--- src/rtl/vnr_pkg.sv ---
// ----------------------------------------------------------------------------
// vnr_pkg
// Shared types and codes for the vector reciprocal-norm block.
// ----------------------------------------------------------------------------
package vnr_pkg;

    localparam int WEIGHT_W = 16;
    localparam int NORM_W   = 32;
    localparam int TOTAL_W  = 48;

    typedef logic signed [WEIGHT_W-1:0] weight_t;
    typedef logic signed [NORM_W-1:0]   norm_t;
    typedef logic signed [TOTAL_W-1:0]  total_t;
    typedef logic        [1:0]          status_t;

    localparam status_t STATUS_OK    = 2'd0;
    localparam status_t STATUS_EMPTY = 2'd1;
    localparam status_t STATUS_ZERO  = 2'd2;

    localparam logic MODE_EUCLID = 1'b0;
    localparam logic MODE_SUM    = 1'b1;

endpackage

--- src/rtl/vnr_if.sv ---
// ----------------------------------------------------------------------------
// vnr_if
// Valid/ready channels for weight items and normalizer results.
// ----------------------------------------------------------------------------
interface vnr_in_if;
    import vnr_pkg::*;

    logic    valid;
    logic    ready;
    weight_t weight_value;
    logic    has_entry;
    logic    last_of_vector;

    modport source (output valid, output weight_value, output has_entry,
                    output last_of_vector, input ready);
    modport sink   (input valid, input weight_value, input has_entry,
                    input last_of_vector, output ready);
endinterface

interface vnr_out_if;
    import vnr_pkg::*;

    logic    valid;
    logic    ready;
    norm_t   normalizer;
    status_t status;

    modport source (output valid, output normalizer, output status, input ready);
    modport sink   (input valid, input normalizer, input status, output ready);
endinterface

--- src/rtl/vector_norm_reciprocal.sv ---
// ----------------------------------------------------------------------------
// vector_norm_reciprocal
// Accumulates a weight vector (sum of squares or plain sum) and returns
// 1/sqrt(total) or 1/total in Q8.24 through one shared subtractor.
// ----------------------------------------------------------------------------
//  channel   | dir | payload                                   | handshake
//  ----------+-----+-------------------------------------------+-----------
//  weights   | in  | weight_value, has_entry, last_of_vector   | valid/ready
//  result    | out | normalizer, status                        | valid/ready
//  cfg       | in  | cfg_wr_data (norm_mode)                   | cfg_wr_en
//
// An item without the last mark is handled in the accumulate state. A last
// item is accumulated, then passes a setup step, 49 restoring-division steps,
// 25 square-root steps in Euclidean mode, and a step that loads the output
// register; an empty, zero or, in Euclidean mode, negative total skips to it.
// The division and the square root share one 50-bit subtractor. The output
// register frees the sequencer once loaded; a stalled result holds the block
// in its final step. Reset clears the total, the mode and all control state.
// ----------------------------------------------------------------------------
module vector_norm_reciprocal (
    input  logic          clk,
    input  logic          rst_n,
    input  logic          cfg_wr_en,
    input  logic          cfg_wr_data,
    vnr_in_if.sink        weights,
    vnr_out_if.source     result
);
    import vnr_pkg::*;

    localparam logic [2:0] S_ACC   = 3'd0;
    localparam logic [2:0] S_SETUP = 3'd1;
    localparam logic [2:0] S_DIV   = 3'd2;
    localparam logic [2:0] S_SQRT  = 3'd3;
    localparam logic [2:0] S_DONE  = 3'd4;

    localparam int QW = TOTAL_W + 1;
    localparam logic [QW-1:0] ONE_EUCLID = {1'b1, {(QW-1){1'b0}}};
    localparam logic [QW-1:0] ONE_SUM    = {{(QW-25){1'b0}}, 1'b1, 24'd0};
    localparam logic [5:0]    DIV_STEPS  = 6'(QW - 1);

    logic [2:0]    state_reg, state_next;
    logic          mode_reg;
    total_t        total_reg, total_next;
    logic          seen_reg, seen_next;
    logic [TOTAL_W-1:0] div_reg, div_next;
    logic [QW-1:0] rem_reg, rem_next;
    logic [QW-1:0] quo_reg, quo_next;
    logic [QW-1:0] bit_reg, bit_next;
    logic [5:0]    cnt_reg, cnt_next;
    logic          neg_reg, neg_next;
    status_t       stat_reg, stat_next;
    logic          out_valid_reg, out_valid_next;
    norm_t         out_norm_reg, out_norm_next;
    status_t       out_stat_reg, out_stat_next;

    // shared subtractor
    logic [QW:0]   sub_a, sub_b, sub_diff;
    logic          sub_ge;

    logic          accept;
    logic signed [2*WEIGHT_W-1:0] square;
    logic signed [TOTAL_W:0]      incr, sum;
    total_t        sat_sum;
    logic [QW-1:0] trial;

    assign accept       = weights.valid && weights.ready;
    assign weights.ready = (state_reg == S_ACC);

    assign result.valid      = out_valid_reg;
    assign result.normalizer = out_norm_reg;
    assign result.status     = out_stat_reg;

    assign square = weights.weight_value * weights.weight_value;

    always_comb
    begin
        if (mode_reg == MODE_EUCLID)
        begin
            incr = (TOTAL_W+1)'(square);
        end
        else
        begin
            incr = (TOTAL_W+1)'(weights.weight_value);
        end
        sum = {total_reg[TOTAL_W-1], total_reg} + incr;
        if (sum[TOTAL_W] != sum[TOTAL_W-1])
        begin
            sat_sum = sum[TOTAL_W] ? {1'b1, {(TOTAL_W-1){1'b0}}}
                                   : {1'b0, {(TOTAL_W-1){1'b1}}};
        end
        else
        begin
            sat_sum = sum[TOTAL_W-1:0];
        end
    end

    assign trial = {rem_reg[TOTAL_W-1:0], quo_reg[QW-1]};

    always_comb
    begin
        if (state_reg == S_SQRT)
        begin
            sub_a = {1'b0, rem_reg};
            sub_b = {1'b0, quo_reg + bit_reg};
        end
        else
        begin
            sub_a = {1'b0, trial};
            sub_b = {2'b00, div_reg};
        end
        sub_diff = sub_a - sub_b;
        sub_ge   = !sub_diff[QW];
    end

    always_comb
    begin
        state_next     = state_reg;
        total_next     = total_reg;
        seen_next      = seen_reg;
        div_next       = div_reg;
        rem_next       = rem_reg;
        quo_next       = quo_reg;
        bit_next       = bit_reg;
        cnt_next       = cnt_reg;
        neg_next       = neg_reg;
        stat_next      = stat_reg;
        out_valid_next = out_valid_reg;
        out_norm_next  = out_norm_reg;
        out_stat_next  = out_stat_reg;

        if (out_valid_reg && result.ready)
        begin
            out_valid_next = 1'b0;
        end

        case (state_reg)
            S_ACC:
            begin
                if (accept)
                begin
                    if (weights.has_entry)
                    begin
                        total_next = sat_sum;
                        seen_next  = 1'b1;
                    end
                    if (weights.last_of_vector)
                    begin
                        state_next = S_SETUP;
                    end
                end
            end
            S_SETUP:
            begin
                total_next = '0;
                seen_next  = 1'b0;
                rem_next   = '0;
                cnt_next   = DIV_STEPS;
                neg_next   = 1'b0;
                stat_next  = STATUS_OK;
                quo_next   = '0;
                state_next = S_DONE;
                if (!seen_reg)
                begin
                    stat_next = STATUS_EMPTY;
                end
                else if (total_reg == '0)
                begin
                    stat_next = STATUS_ZERO;
                end
                else if (mode_reg == MODE_EUCLID)
                begin
                    if (total_reg[TOTAL_W-1])
                    begin
                        stat_next = STATUS_ZERO;
                    end
                    else
                    begin
                        div_next   = total_reg;
                        quo_next   = ONE_EUCLID;
                        state_next = S_DIV;
                    end
                end
                else
                begin
                    neg_next   = total_reg[TOTAL_W-1];
                    div_next   = total_reg[TOTAL_W-1] ? -total_reg : total_reg;
                    quo_next   = ONE_SUM;
                    state_next = S_DIV;
                end
            end
            S_DIV:
            begin
                // shift numerator out at the top, quotient bits in at the bottom
                rem_next = sub_ge ? sub_diff[QW-1:0] : trial;
                quo_next = {quo_reg[QW-2:0], sub_ge};
                cnt_next = cnt_reg - 6'd1;
                if (cnt_reg == '0)
                begin
                    if (mode_reg == MODE_EUCLID)
                    begin
                        rem_next   = {quo_reg[QW-2:0], sub_ge};
                        quo_next   = '0;
                        bit_next   = ONE_EUCLID;
                        state_next = S_SQRT;
                    end
                    else
                    begin
                        state_next = S_DONE;
                    end
                end
            end
            S_SQRT:
            begin
                rem_next = sub_ge ? sub_diff[QW-1:0] : rem_reg;
                quo_next = (quo_reg >> 1) + (sub_ge ? bit_reg : '0);
                bit_next = bit_reg >> 2;
                if (bit_reg[0])
                begin
                    state_next = S_DONE;
                end
            end
            S_DONE:
            begin
                if (!out_valid_reg || result.ready)
                begin
                    out_valid_next = 1'b1;
                    out_norm_next  = neg_reg ? -quo_reg[NORM_W-1:0]
                                             : quo_reg[NORM_W-1:0];
                    out_stat_next  = stat_reg;
                    state_next     = S_ACC;
                end
            end
            default:
            begin
                state_next = S_ACC;
            end
        endcase
    end

    always_ff @(posedge clk or negedge rst_n)
    begin
        if (!rst_n)
        begin
            state_reg     <= S_ACC;
            mode_reg      <= MODE_EUCLID;
            total_reg     <= '0;
            seen_reg      <= 1'b0;
            out_valid_reg <= 1'b0;
        end
        else
        begin
            state_reg     <= state_next;
            total_reg     <= total_next;
            seen_reg      <= seen_next;
            out_valid_reg <= out_valid_next;
            if (cfg_wr_en)
            begin
                mode_reg <= cfg_wr_data;
            end
        end
    end

    always_ff @(posedge clk)
    begin
        div_reg      <= div_next;
        rem_reg      <= rem_next;
        quo_reg      <= quo_next;
        bit_reg      <= bit_next;
        cnt_reg      <= cnt_next;
        neg_reg      <= neg_next;
        stat_reg     <= stat_next;
        out_norm_reg <= out_norm_next;
        out_stat_reg <= out_stat_next;
    end

endmodule

--- src/flat_wrapper.sv ---
// flat-port wrapper written by rule: the top's interface ports become plain ports
module vector_norm_reciprocal_flat import vnr_pkg::*;
  (clk, rst_n, cfg_wr_en, cfg_wr_data, weights_valid, weights_weight_value, weights_has_entry, weights_last_of_vector, weights_ready, result_valid, result_normalizer, result_status, result_ready);
  vnr_in_if weights_i ();
  vnr_out_if result_i ();
  input  logic clk;
  input  logic rst_n;
  input  logic cfg_wr_en;
  input  logic cfg_wr_data;
  input wire logic [$bits(weights_i.valid)-1:0] weights_valid;
  input wire logic [$bits(weights_i.weight_value)-1:0] weights_weight_value;
  input wire logic [$bits(weights_i.has_entry)-1:0] weights_has_entry;
  input wire logic [$bits(weights_i.last_of_vector)-1:0] weights_last_of_vector;
  output wire logic [$bits(weights_i.ready)-1:0] weights_ready;
  output wire logic [$bits(result_i.valid)-1:0] result_valid;
  output wire logic [$bits(result_i.normalizer)-1:0] result_normalizer;
  output wire logic [$bits(result_i.status)-1:0] result_status;
  input wire logic [$bits(result_i.ready)-1:0] result_ready;
  assign weights_i.valid = weights_valid;
  assign weights_i.weight_value = weights_weight_value;
  assign weights_i.has_entry = weights_has_entry;
  assign weights_i.last_of_vector = weights_last_of_vector;
  assign weights_ready = weights_i.ready;
  assign result_valid = result_i.valid;
  assign result_normalizer = result_i.normalizer;
  assign result_status = result_i.status;
  assign result_i.ready = result_ready;
  vector_norm_reciprocal u_core (.clk(clk), .rst_n(rst_n), .cfg_wr_en(cfg_wr_en), .cfg_wr_data(cfg_wr_data), .weights(weights_i), .result(result_i));
endmodule
--- config.mk ---
export PLATFORM = sky130hd
export DESIGN_NAME = vector_norm_reciprocal_flat
export DESIGN_NICKNAME = d
export VERILOG_FILES = /design/src/rtl/vnr_pkg.sv /design/src/rtl/vnr_if.sv /design/src/rtl/vector_norm_reciprocal.sv /design/src/flat_wrapper.sv
export SDC_FILE = /design/constraint.sdc
export NUM_CORES = 2
export LEC_CHECK = 0
export BUFFER_PORTS_ARGS = -buffer_cell sky130_fd_sc_hd__clkbuf_2
export CAP_MARGIN = 20
export CORE_MARGIN = 5
export CORE_UTILIZATION = 50
export CTS_BUF_LIST = sky130_fd_sc_hd__clkbuf_4
export CTS_CLUSTER_SIZE = 24
export DETAILED_ROUTE_END_ITERATION = 8
export PLACE_DENSITY = 0.76
export SLEW_MARGIN = 20
export SYNTH_ARGS = -nofsm -noshare
export SYNTH_HDL_FRONTEND = slang
export SYNTH_SLANG_ARGS = --single-unit
export TNS_END_PERCENT = 20
--- constraint.sdc ---
create_clock -name clk -period 9.9 [get_ports clk]
set_input_delay 1.98 -clock clk [delete_from_list [all_inputs] [get_ports clk]]
set_output_delay 1.98 -clock clk [all_outputs]
set_load 0.05 [all_outputs]
==> results.txt <==
----------------------------------------------------
[Placed design]
  Number of I/O port buffers ... 59
  Final weighted congestion of routability-driven global placement ... 1.00
  Hpwl dp ... 65900 µm
  Post-Place Cell Area ... 34900 µm²

[Layout]
  Post-layout instance area ... 36100 µm²
  Layout filler cell count ... 5595
  Fraction of layout instances using a drive strength above 1 ... 0.155
  Register area ... 7780 µm²
  Number of nets at the end of the flow ... 4407
  Most common library cell in the layout ignoring fill and taps ... sky130_fd_sc_hd__nand2_1
  Layout Area Growth over Synthesis ... 14.5%
  Highest-count cells in the layout ignoring fill and taps ... 449 x sky130_fd_sc_hd__nand2_1, 403 x sky130_fd_sc_hd__inv_1, 333 x sky130_fd_sc_hd__buf_4
  Footprint of the multi-input gates ... 21800 µm²

[Clock network]
  CTS tree ... done
  Number of buffers inserted for hold repair after clock tree synthesis ... 0
  Number of H-tree levels ... 3
  Sinks on Clock Net ... 268
  Clock tree buffer depth ... 3
  Clk slew on worst S/H paths ... 0.06 ns
  Root Buffer Master ... sky130_fd_sc_hd__clkbuf_4
  Clock Latency Late Sink ... 0.75 ns
  TritonCTS buffer count ... 70

[STA]
  Count of final hold-check violations ... 0
  Final setup violation count ... 0
  Max frequency ... 105 MHz
  Slew Limit Headroom ... 0.345
  Final count of pins violating max slew ... 0
  Post-route fraction of the period consumed by the critical path ... 0.965
  Post-route clock skew ... 0.0534 ns
  Actual transition at the worst max-transition pin ... 0.982 ns
  Smallest hold slack ... 0.553 ns
  Final critical-path required period ... 9.56 ns

[Synthesis]
  Count of mapped cells out of synthesis ... 3610
  Mean area per synthesized cell ... 8.74 µm²
  Area share of the largest cell type after synthesis ... 0.204
  Number of flops mapped to enable cells by yosys ... 214
  Synthesized netlist net count ... 4114
  Netlist cell types ... 91
  Async SR Flop Fraction ... 0.201
  Library cell with the largest summed area after synthesis ... sky130_fd_sc_hd__edfxtp_1
  #FFs+latches synth ... 268
  Summed instance area of the synthesized netlist ... 31600 µm²
  Top cells by area in the synthesized netlist ... sky130_fd_sc_hd__edfxtp_1 20%, sky130_fd_sc_hd__fa_1 15%, sky130_fd_sc_hd__ha_1 9.6%
  Dominant register cell in the synthesized netlist ... sky130_fd_sc_hd__edfxtp_1
  Yosys Warn Count ... 0
  Sequential fraction of the synthesis area ... 0.246

[Floorplanning]
  Core Region ... 62900 µm²
  Floorplan die width ... 261 µm
  Die extent in y ... 261 µm
  Initial core utilization ... 0.502
  Number of top-level design ports ... 60
  Die outline area ... 68200 µm²
  Count of standard-cell rows ... 92

[Route]
  Number of DRC markers in iteration 0 ... 1934
  Via total after detailed routing ... 27030
  WL final ... 82500 µm
  WL per Instance ... 17.2 µm
  Via density per instance ... 5.63
  Remaining number of nets flagged by the antenna check after routing ... 0
  Length of the first detailed-routing pass in iterations ... 6
  Drc violations ... 0

[Worst hold path]
  Depth of the worst hold-timing path ... 0
  Worst hold endpoint ... u_core.result.normalizer[0]
  Startpoint of the lowest-slack hold path ... u_core.quo_reg[0]
  Worst hold path class ... flop to flop

[Run]
  Max-cap violations ... 0

[Worst setup path]
  Slack of the worst reg-to-reg path ... 0.73 ns
  Maximum fanout count along the critical path ... 18
  Endpoint kind of the worst setup timing path ... flop
  Worst Setup Start Kind ... primary input
  Required arrival time at the worst endpoint ... 10.49 ns
  Reg-to-reg critical path startpoint ... u_core.bit_reg[0]
  Delay of the slowest critical-path stage ... 0.57 ns
  R2R depth ... 33
  Startpoint-to-endpoint class of the critical path ... primary input to flop
  CP max stage cell ... sky130_fd_sc_hd__fa_2
  Worst Path Arrival ... 10.15 ns
  Cell type with the highest occurrence count on the critical path ... sky130_fd_sc_hd__a21o_1
  Reg-to-Reg End ... u_core.quo_reg[45]

[Global route]
  Antenna violations before repair ... 4
  GR Util All Layers ... 0.241
  Wire length of the first global-routing pass ... 136000 µm
  Maximum number of pins on one net before global-route repair ... 106
  Grt ovf ... 0
  Via count of the first global-routing pass ... 26835

[Status]
  Run status ... complete, no violations

----------------------------------------------------
-- metal layers --
layer | share of wire | GRT usage | up-vias
met5 | 0 | 0 | -
li1 | - | - | 13125
met4 | 0.032 | 0.0790 | 0
met1 | 0.43 | 0.322 | 12844
met2 | 0.48 | 0.410 | 913
met3 | 0.064 | 0.0288 | 148
-- worst max-delay path, delay by kind of cell --
kind                     cells  cell delay, ns
AO/OA/AOI/OAI               17            3.26
XOR/XNOR                     2            0.27
adder cells (fa/ha/maj)      8            3.57
buffers and inverters        7            0.87
AND/OR/NAND/NOR              1            0.18
-- timing repair --
item / CTS / global route
endpoints found under the setup margin: 0 / 47
resized for setup: 0 / 58
buffers inserted: 0 / 5
-- how the worst max path moves through the flow --
stage                                        start                   end
after floorplan            weights_weight_value[6]   u_core.total_reg[2]
after global placement     weights_weight_value[1]   u_core.total_reg[1]
after detailed placement   weights_weight_value[1]   u_core.total_reg[1]
after CTS                  weights_weight_value[1]   u_core.total_reg[1]
after global routing      weights_weight_value[10]   u_core.total_reg[1]
final                     weights_weight_value[15]  u_core.total_reg[17]
-- through the flow --
step / setup slack [ns] / TNS [ns] / util / instances
2_1_floorplan: 0.00247 / 0 / - / 3610
3_3_place_gp: -0.443 / -19.33 / 0.555 / 4670
3_5_place_dp: -0.533 / -23.98 / 0.555 / 4670
4_1_cts: 0.243 / 0 / 0.570 / 4794
5_1_grt: -0.0404 / -0.767 / 0.575 / 4805
6_report: 0.344 / 0 / 0.575 / 4805
-- cell usage after synthesis, types with 10 or more instances --
| cell type | n |
|---|---|
| sky130_fd_sc_hd__nor2_1 | 215 |
| sky130_fd_sc_hd__o31ai_1 | 30 |
| sky130_fd_sc_hd__a22oi_1 | 22 |
| sky130_fd_sc_hd__nand2_1 | 452 |
| sky130_fd_sc_hd__fa_1 | 239 |
| sky130_fd_sc_hd__o21a_1 | 24 |
| sky130_fd_sc_hd__and3_1 | 55 |
| sky130_fd_sc_hd__inv_1 | 406 |
| sky130_fd_sc_hd__nand3_1 | 49 |
| sky130_fd_sc_hd__o41ai_1 | 14 |
| sky130_fd_sc_hd__o211ai_1 | 14 |
| sky130_fd_sc_hd__xnor2_1 | 154 |
| sky130_fd_sc_hd__a21oi_1 | 198 |
| sky130_fd_sc_hd__clkbuf_1 | 143 |
| sky130_fd_sc_hd__nand4_1 | 42 |
| sky130_fd_sc_hd__o21ai_0 | 184 |
| sky130_fd_sc_hd__dfrtp_1 | 54 |
| sky130_fd_sc_hd__o21bai_1 | 37 |
| sky130_fd_sc_hd__nand2b_1 | 33 |
| sky130_fd_sc_hd__a31o_2 | 10 |
| sky130_fd_sc_hd__nor2b_1 | 24 |
| sky130_fd_sc_hd__a31oi_1 | 51 |
| sky130_fd_sc_hd__a221o_1 | 62 |
| sky130_fd_sc_hd__or3_1 | 17 |
| sky130_fd_sc_hd__xor2_1 | 132 |
| sky130_fd_sc_hd__nor3_1 | 35 |
| sky130_fd_sc_hd__buf_1 | 14 |
| sky130_fd_sc_hd__and2_1 | 82 |
| sky130_fd_sc_hd__a211oi_1 | 21 |
| sky130_fd_sc_hd__edfxtp_1 | 214 |
| sky130_fd_sc_hd__buf_2 | 17 |
| sky130_fd_sc_hd__o21ai_1 | 39 |
| sky130_fd_sc_hd__mux2i_1 | 31 |
| sky130_fd_sc_hd__nor4_1 | 20 |
| sky130_fd_sc_hd__ha_1 | 241 |
| sky130_fd_sc_hd__a21o_1 | 85 |
-- cells by family after synthesis --
group	Yosys count	synth area share
adders and majority gates	481	0.247
buffers and inverters	590	0.0724
AOI/OAI and AO/OA	884	0.186
and+or+nand+nor	1064	0.157
xor gates and xnor gates	286	0.0794
DFF	268	0.246
muxes	37	0.0120
-- area by class of cell --
| class | count | share of cell area |
|---|---|---|
| multi-input combinational | 2752 | 0.604 |
| antenna | 4 | 0.000277 |
| inverter | 408 | 0.0426 |
| clock inverter | 25 | 0.00488 |
| tap | 846 | 0.0293 |
| timing repair buffer | 403 | 0.0833 |
| sequential | 268 | 0.215 |
| clock buffer | 99 | 0.0206 |
Power is not shown: default switching activity piles up to over one toggle a cycle in this logic, so the estimate is an artifact.
